--- src/dpd_pkg.sv ---
// Shared constants, codes and controller/datapath types of the priority dispatcher.
package dpd_pkg;

    localparam int NUM_QUEUES    = 3;
    localparam int DEPTH         = 64;
    localparam int PRIORITY_BITS = 4;
    localparam int SEQ_BITS      = 16;

    localparam int TOTAL_SLOTS = NUM_QUEUES * DEPTH;
    localparam int ADDR_W      = (TOTAL_SLOTS > 1) ? $clog2(TOTAL_SLOTS) : 1;
    localparam int SLOT_W      = $clog2(DEPTH);
    localparam int CNT_W       = $clog2(DEPTH + 1);
    localparam int QIDX_W      = (NUM_QUEUES > 1) ? $clog2(NUM_QUEUES) : 1;
    localparam int MEM_W       = PRIORITY_BITS + SEQ_BITS;

    // Fixed field widths of the request and response channels.
    localparam int OP_W     = 2;
    localparam int QSEL_W   = 2;
    localparam int PRIO_W   = 4;
    localparam int STATUS_W = 3;
    localparam int SEQ_ID_W = 16;

    typedef enum logic [OP_W-1:0] {
        OP_INSERT = 2'd0,
        OP_SERVE  = 2'd1,
        OP_CLEAR  = 2'd2,
        OP_NONE   = 2'd3
    } t_opcode;

    typedef enum logic [STATUS_W-1:0] {
        ST_SERVED   = 3'd0,
        ST_EMPTY    = 3'd1,
        ST_INSERTED = 3'd2,
        ST_DROPPED  = 3'd3,
        ST_CLEARED  = 3'd4
    } t_status;

    typedef enum logic [1:0] {
        SRC_ZERO    = 2'd0,
        SRC_COUNTER = 2'd1,
        SRC_BEST    = 2'd2
    } t_seq_src;

    typedef struct packed {
        logic     capture;
        logic     slot_clr;
        logic     slot_inc;
        logic     ins_write;
        logic     rd_issue;
        logic     best_clr;
        logic     srv_take;
        logic     clear_all;
        logic     load_out;
        t_status  res_status;
        t_seq_src seq_src;
    } t_dp_cmd;

    typedef struct packed {
        t_opcode op;
        logic    q_ok;
        logic    full;
        logic    sat;
        logic    q_empty;
        logic    slot_live;
        logic    slot_last;
        logic    out_free;
    } t_dp_stat;

endpackage

--- src/dpd_ctrl.sv ---
// Controller: sequences decode, free-slot scan, priority search and response.
module dpd_ctrl import dpd_pkg::*; (
    input  logic     i_clk,
    input  logic     i_rst_n,
    input  logic     i_req_valid,
    output logic     o_req_ready,
    input  t_dp_stat i_stat,
    output t_dp_cmd  o_cmd
);

    typedef enum logic [2:0] {
        S_IDLE,
        S_DECODE,
        S_INS_SCAN,
        S_SRV_SCAN,
        S_SRV_DRAIN,
        S_SRV_TAKE,
        S_FIN
    } t_state;

    t_state   r_state,      n_state;
    t_status  r_res_status, n_res_status;
    t_seq_src r_res_src,    n_res_src;

    always_comb begin
        n_state      = r_state;
        n_res_status = r_res_status;
        n_res_src    = r_res_src;
        o_cmd        = '0;
        o_cmd.res_status = r_res_status;
        o_cmd.seq_src    = r_res_src;
        o_req_ready  = (r_state == S_IDLE);

        unique case (r_state)
            S_IDLE: begin
                if (i_req_valid) begin
                    o_cmd.capture = 1'b1;
                    n_state       = S_DECODE;
                end
            end
            S_DECODE: begin
                o_cmd.slot_clr = 1'b1;
                o_cmd.best_clr = 1'b1;
                n_res_src      = SRC_ZERO;
                n_state        = S_FIN;
                unique case (i_stat.op)
                    OP_CLEAR: begin
                        o_cmd.clear_all = 1'b1;
                        n_res_status    = ST_CLEARED;
                    end
                    OP_INSERT: begin
                        if (!i_stat.q_ok || i_stat.full || i_stat.sat) begin
                            n_res_status = ST_DROPPED;
                        end else begin
                            n_state = S_INS_SCAN;
                        end
                    end
                    OP_SERVE: begin
                        if (!i_stat.q_ok || i_stat.q_empty) begin
                            n_res_status = ST_EMPTY;
                        end else begin
                            n_state = S_SRV_SCAN;
                        end
                    end
                    default: begin
                        n_res_status = ST_EMPTY;
                    end
                endcase
            end
            S_INS_SCAN: begin
                // The fill count guarantees a free slot before the end
                if (!i_stat.slot_live) begin
                    o_cmd.ins_write = 1'b1;
                    n_res_status    = ST_INSERTED;
                    n_res_src       = SRC_COUNTER;
                    n_state         = S_FIN;
                end else begin
                    o_cmd.slot_inc = 1'b1;
                end
            end
            S_SRV_SCAN: begin
                o_cmd.rd_issue = 1'b1;
                if (i_stat.slot_last) begin
                    n_state = S_SRV_DRAIN;
                end else begin
                    o_cmd.slot_inc = 1'b1;
                end
            end
            S_SRV_DRAIN: begin
                n_state = S_SRV_TAKE;
            end
            S_SRV_TAKE: begin
                o_cmd.srv_take = 1'b1;
                n_res_status   = ST_SERVED;
                n_res_src      = SRC_BEST;
                n_state        = S_FIN;
            end
            S_FIN: begin
                if (i_stat.out_free) begin
                    o_cmd.load_out = 1'b1;
                    n_state        = S_IDLE;
                end
            end
            default: begin
                n_state = S_IDLE;
            end
        endcase
    end

    always_ff @(posedge i_clk) begin
        if (!i_rst_n) begin
            r_state      <= S_IDLE;
            r_res_status <= ST_EMPTY;
            r_res_src    <= SRC_ZERO;
        end else begin
            r_state      <= n_state;
            r_res_status <= n_res_status;
            r_res_src    <= n_res_src;
        end
    end

endmodule

--- config.mk ---
export PLATFORM = sky130hd
export DESIGN_NAME = dpd_ctrl
export DESIGN_NICKNAME = d
export VERILOG_FILES = /design/src/dpd_pkg.sv /design/src/dpd_ctrl.sv
export SDC_FILE = /design/constraint.sdc
export NUM_CORES = 1
export LEC_CHECK = 0
export ABC_AREA = 1
export BUFFER_PORTS_ARGS = -buffer_cell sky130_fd_sc_hd__buf_2
export CAP_MARGIN = 20
export CORE_MARGIN = 5
export CORE_UTILIZATION = 31
export CTS_CLUSTER_SIZE = 28
export DETAILED_ROUTE_END_ITERATION = 12
export HOLD_SLACK_MARGIN = 0.06
export SYNTH_ARGS = -nofsm -noshare
export SYNTH_HDL_FRONTEND = slang
export SYNTH_SLANG_ARGS = --single-unit
--- constraint.sdc ---
create_clock -name i_clk -period 1.3 [get_ports i_clk]
set_input_delay 0.065 -clock i_clk [delete_from_list [all_inputs] [get_ports i_clk]]
set_output_delay 0.065 -clock i_clk [all_outputs]
set_load 0.03 [all_outputs]
==> impl_metrics.csv <==
group,metric,value,unit
yosys,syn_avg_cell_area,5.856,sq um
cells_and_area,nFillCells,198,
timing,setup_viol,4,
timing,min_period_over_period,109.7,%
timing,relSlewSlack,78.77,%
power,cellLeakagePower,0.0005132,uW
route,drc,0,
timing,fin_crit,1.426,ns
cts,htree_levels,1,
worst_setup_path,cp-start-kind,"flop",
route,drtIter0Drc,5,
timing,rsz0062_at_grt,"true",
power,powerDensity,2422,nW/um^2
yosys,synth_top_area_share,28.19,%
floorplanning,core_area,1727,sq um
worst_setup_path,timing.rr.end,"r_res_status[0]",
worst_setup_path,rr_worst_depth,9,
yosys,syn_inst,97,
cells_and_area,antenna_cells,0,
power,ir_drop,1197,uV
worst_setup_path,arrival,1.36,ns
cells_and_area,drive_gt1_share,48.53,%
cells_and_area,final_common_cell,"nand2_1",
global_routing,gr-usage-all-layers,12.40,%
floorplanning,die_h,52.81,um
min_path,hold_class,"in2reg",
cells_and_area,nets,150,
yosys,synth_area,568.0,sq um
cts,clk_transition_reported_paths,0.05,ns
timing,whs,0.1346,ns
cts,cts_root_buf,"clkbuf_4",
run,maxCapViolations,0,
worst_setup_path,cp.required,1.24,ns
yosys,synthTopCellsByArea,"dfxtp_1 28%, nand2_1 17%, nor2_1 11%",
route,vias,712,
worst_setup_path,cpMostUsedCell,"nor2_2",
cts,cts_buffer_depth,2,
floorplanning,die_w,52.81,um
floorplanning,start_util,32.90,%
route,vias_per_cell,4.422,
status,status,"finished, violations left",
route,first_pass_iters,4,
worst_setup_path,critPathMaxFanout,8,
placement,place_hpwl,1220,um
yosys,syn-num-nets,109,
route,avgRoutedWirePerCell,9.907,um
cells_and_area,area_delta_synth_final,64.10,%
yosys,ys_seq_elements,8,
yosys,yosys.area.top_type,"dfxtp_1",
cts,cts_sinks,8,
floorplanning,row_count,15,
timing,hold_viol_final,0,
cells_and_area,fin_util,53.99,%
global_routing,grt_overflow,0,
worst_setup_path,cpMaxStageDelayCell,"dfxtp_4",
cts,clock_latency,0.25,ns
worst_setup_path,reg2reg_slack,-0.01,ns
global_routing,grt_first_pass_wirelength,2559,um
timing,tightest_slew,0.3173,ns
timing,worst_slack,-0.1263,ns
global_routing,antenna_found_initial,0,
cells_and_area,mostFrequentLayoutCells,"24 x nand2_1, 20 x buf_2, 13 x inv_1, 13 x nor2_1, 12 x buf_4",
timing,fmax,701.1,MHz
placement,gp_congestion,0.7833,
worst_setup_path,rr_startpoint,"r_state[1]",
yosys,synth_warnings,0,
worst_setup_path,critical_path.endpoint,"o_cmd[6]",
floorplanning,pin_count,27,
status,violations,"negative setup slack",
yosys,seq_area_frac_synth,28.19,%
route,antenna_left,0,
cts,cts_tree,"done",
cts,cts-buffers-inserted,3,
timing,slew_violations,0,
worst_setup_path,max_stage_delay,0.40,ns
timing,fin_worst_skew,0.003837,ns
worst_setup_path,cp-startpoint,"r_state[1]",
floorplanning,dieArea,2788,sq um
global_routing,grt_max_degree,9,
route,drt_wl_total,1595,um
worst_setup_path,cp_cell_sequence,"inv_4 -> nor2_4 -> a21oi_2 -> nor2_2 -> nand2_1 -> nor2_2 -> buf_6",
worst_setup_path,endpoint_kind,"output pin",
global_routing,grt_pass1_vias,646,
worst_setup_path,critPathKind,"reg2out",
placement,portBuffers,26,
yosys,yosysUniqueCellTypes,16,
worst min path at each step:
stage,startpoint,end,slack [ns],cells after the start
finish,i_stat[1],r_state[0],0.13,4
detailed placement,i_rst_n,r_res_status[0],0.31,2
floorplan,i_rst_n,r_res_status[0],0.15,1
CTS,i_stat[1],r_state[0],0.12,4
global route,i_stat[1],r_state[0],0.15,4
global placement,i_rst_n,r_res_status[0],0.30,2
critical path: cells and delay by family, from the launching register on:
| family | cells | cell delay [ns] |
|---|---|---|
| flops | 1 | 0.40 |
| compound gates | 1 | 0.07 |
| buf+inv | 2 | 0.20 |
| simple gates | 4 | 0.44 |
flip-flops by register name, indices dropped and copies added, names as in the netlist:
name / flops
r_res_src: 2
r_res_status: 3
r_state: 3
Yosys cell counts:
library cell / number
dfxtp_1: 8
buf_4: 2
nand2_4: 1
nand3_1: 8
a21boi_0: 1
nor2_1: 16
inv_2: 4
nor2_2: 5
nand3_2: 2
nor3_1: 1
o21ai_0: 2
inv_1: 13
a21oi_1: 6
nand2_1: 25
nand2_2: 2
o21bai_1: 1
timing repair:
item,4_1_cts,5_1_grt
setup endpoints to repair,4,11
setup buffers,5,3
hold endpoints to repair,1,0
gates resized for setup,13,12
hold buffers,1,0
pin swaps,3,5
logic make-up after synthesis:
group | Yosys count | share of synthesized area [%]
buffers and inverters | 19 | 13.88
AO/OA/AOI/OAI | 10 | 9.693
AND/OR/NAND/NOR | 60 | 48.24
flip-flops | 8 | 28.19
stage by stage:
| step | cells | worst slack [ns] | instance area [sq um] | total power, uW | setup TNS [ns] |
|---|---|---|---|---|---|
| 2_1_floorplan | 97 | 0.02531 | 585.6 | 1389 | 0 |
| 6_report | 161 | -0.1263 | 932.1 | 2258 | -0.2057 |
| 5_1_grt | 161 | -0.1985 | 932.1 | 2440 | -0.8615 |
| 4_1_cts | 159 | -0.1151 | 873.3 | 2106 | -0.2968 |
| 3_3_place_gp | 150 | 0.05117 | 762.0 | 1689 | 0 |
| 3_5_place_dp | 150 | 0.06408 | 762.0 | 1700 | 0 |
per-layer routing:
metal | global-route usage [%] | wire (um) | vias up
met5 | 0 | 0 | -
met4 | 4.681 | 0 | 0
met3 | 4.558 | 108 | 0
met2 | 20.87 | 840 | 18
met1 | 14.09 | 647 | 313
li1 | - | - | 381
power by group:
group	leakage (uW)	internal (uW)	switching [uW]
sequential	0.0000674	361	107
combinational	0.000432	657	950
clock	0.0000138	105	78.5
area by class of cell:
class	instances	area, sq um	share of cell area, %
clock buffers	3	22.52	2.416
repair buffers	38	252.7	27.11
flip-flops and latches	8	168.9	18.12
multi-input cells	70	387.9	41.61
well taps	25	31.28	3.356
inverters	17	68.82	7.383
Note: power is estimated with default switching activity, not from simulation.
